File: src/rtl/gnw_pkg.sv
package gnw_pkg;

    typedef enum logic [2:0] {
        OP_CLEAR  = 3'd0,
        OP_SET    = 3'd1,
        OP_QUERY  = 3'd2,
        OP_INDEX  = 3'd3,
        OP_SEARCH = 3'd4
    } op_t;

    typedef struct packed {
        logic [2:0]  op;
        logic [7:0]  cell_x;
        logic [7:0]  cell_z;
        logic        walk_value;
        logic [11:0] linear_index;
        logic [4:0]  search_radius;
    } in_item_t;

    typedef struct packed {
        logic       hit;
        logic [8:0] out_x;
        logic [8:0] out_z;
    } out_item_t;

    typedef enum logic [2:0] {
        ST_IDLE,
        ST_CLEAR,
        ST_READ,
        ST_CHECK,
        ST_DONE
    } exec_state_t;

    localparam logic [0:0] REG_WIDTH  = 1'b0;
    localparam logic [0:0] REG_HEIGHT = 1'b1;

endpackage

File: src/rtl/gnw_front.sv
// Input stage: saturate the radius and park items in a two-entry queue.
module gnw_front #(
    parameter int MAX_SEARCH_RADIUS = 16
) (
    input  logic              aclk,
    input  logic              aresetn,
    input  logic              s_valid,
    output logic              s_ready,
    input  gnw_pkg::in_item_t s_item,
    output logic              q_valid,
    input  logic              q_ready,
    output gnw_pkg::in_item_t q_item
);
    gnw_pkg::in_item_t mem_reg [2];
    logic              wptr_reg, wptr_next, rptr_reg, rptr_next;
    logic [1:0]        cnt_reg, cnt_next;
    gnw_pkg::in_item_t fixed;

    // Clamp the search radius on the way in
    always_comb begin
        fixed = s_item;
        if (32'(s_item.search_radius) > MAX_SEARCH_RADIUS) begin
            fixed.search_radius = 5'(MAX_SEARCH_RADIUS);
        end
    end

    assign s_ready = (cnt_reg != 2'd2);
    assign q_valid = (cnt_reg != 2'd0);
    assign q_item  = mem_reg[rptr_reg];

    // Advance pointers
    always_comb begin
        wptr_next = wptr_reg;
        rptr_next = rptr_reg;
        cnt_next  = cnt_reg;
        if (s_valid && s_ready) begin
            wptr_next = ~wptr_reg;
            cnt_next  = cnt_next + 2'd1;
        end
        if (q_valid && q_ready) begin
            rptr_next = ~rptr_reg;
            cnt_next  = cnt_next - 2'd1;
        end
    end

    always_ff @(posedge aclk) begin
        if (!aresetn) begin
            wptr_reg <= 1'b0;
            rptr_reg <= 1'b0;
            cnt_reg  <= 2'd0;
        end else begin
            wptr_reg <= wptr_next;
            rptr_reg <= rptr_next;
            cnt_reg  <= cnt_next;
        end
    end

    always_ff @(posedge aclk) begin
        if (s_valid && s_ready) begin
            mem_reg[wptr_reg] <= fixed;
        end
    end
endmodule

File: config.mk
export PLATFORM = sky130hd
export DESIGN_NAME = gnw_front
export DESIGN_NICKNAME = d
export VERILOG_FILES = /design/src/rtl/gnw_pkg.sv /design/src/rtl/gnw_front.sv
export SDC_FILE = /design/constraint.sdc
export NUM_CORES = 1
export LEC_CHECK = 0
export BUFFER_PORTS_ARGS = -buffer_cell sky130_fd_sc_hd__buf_2
export CAP_MARGIN = 20
export CORE_MARGIN = 5
export CORE_UTILIZATION = 47
export DETAILED_ROUTE_END_ITERATION = 7
export GPL_TIMING_DRIVEN = 0
export PLACE_DENSITY_LB_ADDON = 0.12
export SLEW_MARGIN = 10
export SYNTH_ARGS = -nofsm -noshare
export SYNTH_HDL_FRONTEND = slang
export SYNTH_SLANG_ARGS = --single-unit
File: constraint.sdc
create_clock -name aclk -period 2.95 [get_ports aclk]
set_input_delay 0.295 -clock aclk [delete_from_list [all_inputs] [get_ports aclk]]
set_output_delay 0.295 -clock aclk [all_outputs]
set_load 0.005 [all_outputs]
Word-level counts from Yosys, hierarchy flattened
Memory sizes are Yosys's and may differ from the RTL's. A register that Yosys moved wholly into a read port is not among the register bits.
Index checks and enable logic that the tools add are counted.

storage, ports and cells
  latch bits = 0
  input bits = 41
  logic and storage cells = 20
  memory bits (writable) = 74
  ROM bits = 0
  memories kept = 1
  output and inout port bits = 39
  bits in registers = 4

memories
  memory   words  bits a word  rd ports  clocked after Yosys merged registers in  write ports  RTL line         source
  mem_reg  2      37           1         1                                        1            gnw_front.sv:14  gnw_pkg::in_item_t mem_reg [2];

operators by class
  bitwise operators = 2
  multipliers = 0
  shift operators = 0
  multiplexer cells = 7
  equality and inequality tests = 1
  $add $sub $neg = 2
  divide/modulo/power cells = 0
  reductions and logical operators = 3
  magnitude comparators = 1

operator list
  operator                                           number
  > comparator 5 bit (second input constant)         1
  2-to-1 mux 5 bit                                   1
  2-to-1 mux 1 bit                                   4
  2-to-1 mux 2 bit                                   2
  adder 2 x 1 -> 2 bit (second input constant)       1
  logical AND 1 bit                                  2
  inequality test 2 bit (second input constant)      1
  NOT 1 bit                                          2
  nonzero test 2 bit                                 1
  subtractor 2 x 1 -> 2 bit (second input constant)  1

Depth between registers and ports, before layout
  depth after elaboration = 5
  depth in mapped cells = 6
  gate-level depth less buffers = 5

Worst setup path after synthesis
No wires, ideal clock.

  kind = register to register
  start point = reg cnt_reg[0]
  end point = mem mem_reg[0][0] in the netlist's numbering (enable)
  clock period less this slack = 2940 ps
  setup time = 433 ps
  data arrival time = 2506 ps
  slack = 10 ps
  path buffers = 1
  required time = 2517 ps
  stages on the path, launching flop included = 6
  cells stage by stage = dfxtp_1 > inv_1 > ha_1 > nand2b_4 > buf_6 > nor2_1

between the ends
  word-level cells in the longest chain between the ends = 4

ends and longest elaborated chain
  item                                    RTL line         source
  start: declaration                      gnw_front.sv:16  logic [1:0] cnt_reg, cnt_next;
  start signal: assignment                gnw_front.sv:54  cnt_reg <= cnt_next;
  inequality test 2 bit                   gnw_front.sv:27  assign s_ready = (cnt_reg != 2'd2);
  logical AND 1 bit                       gnw_front.sv:59  if (s_valid && s_ready) begin
  2-to-1 mux 1 bit                        gnw_front.sv:59
  2-to-1 mux 1 bit (implied by the code)  gnw_front.sv:60  mem_reg[wptr_reg] <= fixed;
  end: declaration                        gnw_front.sv:14

Every way passes these cells.

Worst setup path in the final report
  start point = reg cnt_reg[0]
  end point = mem mem_reg[0][8] in the netlist's numbering (enable)

The elaborated chain is that of the path after synthesis.

==> run metrics <==
outcome finished clean; hold-fix buffer count after cts 0; nets 290; Distinct cells, synth 27; Layout Utilization 59.7%; vias in the first global route 1675; Antenna Cells 0; Via density 4.94; Rows 29; clock network power share 25.6%; Die Y 90.5 um; Post-CTS Setup Bufs 0; Sw Share 25.5%; top cell type's share of synthesized area 73.0%; CP max stage delay 0.41 ns; largest net degree at the start of global routing 28; CTS H-tree lvls 3; Net Switching 0.000753 W; # resized after CTS 0; antenna-violating nets left 0; clk_lat worst skew 0.34 ns; first-pass iteration count of the detailed router 4; total core area 6310 um2; post-synth top area cell edfxtp_1; max cap viols 0; endpoints failing setup 0; Final Hold Fails 0; Initial Util 48.2%; family with the most delay on the worst path simple AND/OR/NAND/NOR gates; RSZ-0062 raised after global routing false; Worst-path clk slew 0.08 ns; worst path cell trace inv_1 -> ha_1 -> nand2b_4 -> buf_6 -> nor2_4 -> buf_12; Max Clk Rate 505 MHz; Placer Congestion 0.744; R2R Path End mem_reg[0][8]; CTS root buf clkbuf_8; sequential share of power 48.7%; max FFs per register 74; mean area per synthesized cell 19.5 um2; clock sinks 79; sequential area share after synthesis 76.3%; via count 1626; Synth area leaders edfxtp_1 (73%), mux2_2 (14%), dfxtp_1 (3.3%); syn_nets 199; share of cells above drive strength 1 57.1%; Worst slew margin 64.9%; DRC viols 0; VDD IR max 0.418 mV; final instance area 3770 um2; Setup Skew 0.00871 ns; wirelength, routed 5150 um; post-DP HPWL 3580 um; Setup crit start cnt_reg[0]; Pleak 1.43 nW; crit path time final 1.98 ns; Logic pwr share 25.7%; Num CTS Buffers 9; worst r2r src cnt_reg[0]; initial antenna violation count 0; most common cell after layout, fill and taps aside buf_2; Die W 90.5 um; Final period util 67.2%; CP Data Required Time 2.99 ns; mean routed wirelength per cell 15.7 um; Mapped Cells 156; Worst setup SP type flip-flop; CTS tree built; Pint 0.00220 W; crit path capture type flip-flop; crit path capture mem_reg[0][8]; R2R depth 6; Buffers on Ports 78; Critical path buffers and inverters 3; min-delay worst type in -> reg; initial drt markers 54; die area 8180 um2; Critical Path Stages 6; Crit path arrival time 2.02 ns; deepest clock path buffer count 2; Slew Limit Fails 0; total global-route track usage 13.2%; Crit Path Max Fanout 23; slew of the pin with the lowest slew margin 0.525 ns; Worst path slowest cell dfxtp_1; Placed Area 3580 um2; pwr/cell area 783 nW/um2; Setup CP Type reg -> reg; grt ovf 0; cell area after synthesis 3040 um2; most frequent cells in the layout buf_2 (79), edfxtp_1 (74), mux2_2 (37); IO Pins 80; YS warnings 0; first-pass GRT wire length 8270 um; Seq cells post-synth 79; R2R setup slack 0.97 ns; area delta synth->final 23.8%
## Yosys cell counts (all sizes together)
master,instances
dfxtp,5
buf,5
nor2b,6
nand2,1
and2,4
mux2,37
a32oi,2
and4bb,1
nor2,1
and4b,1
or3b,1
xnor2,1
nand4,2
xnor3,1
edfxtp,74
o21a,1
nor3b,2
ha,2
inv,4
clkbuf,2
and3,1
nand2b,2
## cells by family after synthesis
kind of cell	Yosys count	synth area share [%]
AOI/OAI and AO/OA	3	0.823
DFF	79	76.3
and+or+nand+nor	22	5.26
xor gates and xnor gates	2	1.03
adders and majority gates	2	0.822
muxes	37	13.7
buffers and inverters	11	2.06
## worst min path at each step
stage	start	slack, ns	cells past startpoint	endpoint
3_5_place_dp	s_item[20]	0.49	1	mem_reg[0][20]
2_1_floorplan	s_item[10]	0.39	0	mem_reg[0][10]
3_3_place_gp	s_item[29]	0.48	1	mem_reg[1][29]
6_report	s_item[29]	0.14	1	mem_reg[1][29]
4_1_cts	s_item[6]	0.12	1	mem_reg[0][6]
5_1_grt	s_item[28]	0.11	1	mem_reg[0][28]
## layer usage
| metal | global-route usage [%] | routed length, um | up-vias |
|---|---|---|---|
| li1 | - | - | 780 |
| met1 | 14.7 | 2020 | 786 |
| met2 | 21.4 | 2680 | 52 |
| met3 | 5.92 | 351 | 8 |
| met4 | 5.96 | 96 | 0 |
| met5 | 0 | 0 | - |
## power by group through the flow
| stage | Clock (W) | Sequential [W] | Combinational (W) |
|---|---|---|---|
| after global placement | 0 | 0.00147 | 0.000747 |
| after CTS | 0.000780 | 0.00144 | 0.000782 |
| after global routing | 0.000834 | 0.00145 | 0.000837 |
| final | 0.000756 | 0.00144 | 0.000758 |
| after detailed placement | 0 | 0.00146 | 0.000780 |
| after floorplan | 0 | 0.00146 | 0.000469 |
## cell type report
| type | instances | area (um2) |
|---|---|---|
| fillers | 503 | 2540 |
| flip-flops and latches | 79 | 2320 |
| multi-input cells | 66 | 667 |
| repair buffers | 80 | 430 |
| clock buffers | 11 | 131 |
| well taps | 77 | 96.3 |
| clock inverters | 5 | 58.8 |
| plain buffers | 7 | 47.5 |
| inverters | 4 | 15.0 |
## metrics by stage
stage	total power [W]	hold slack (ns)	TNS (ns)	setup WS (ns)	instances
after floorplan	0.00193	0.394	0	0.0103	156
after global placement	0.00222	0.482	-39.14	-1.03	311
after detailed placement	0.00224	0.487	0	0.942	313
after CTS	0.00300	0.118	0	0.932	329
after global routing	0.00312	0.109	0	0.824	329
final	0.00295	0.140	0	0.969	329
Power figures use the tool's default switching activity.
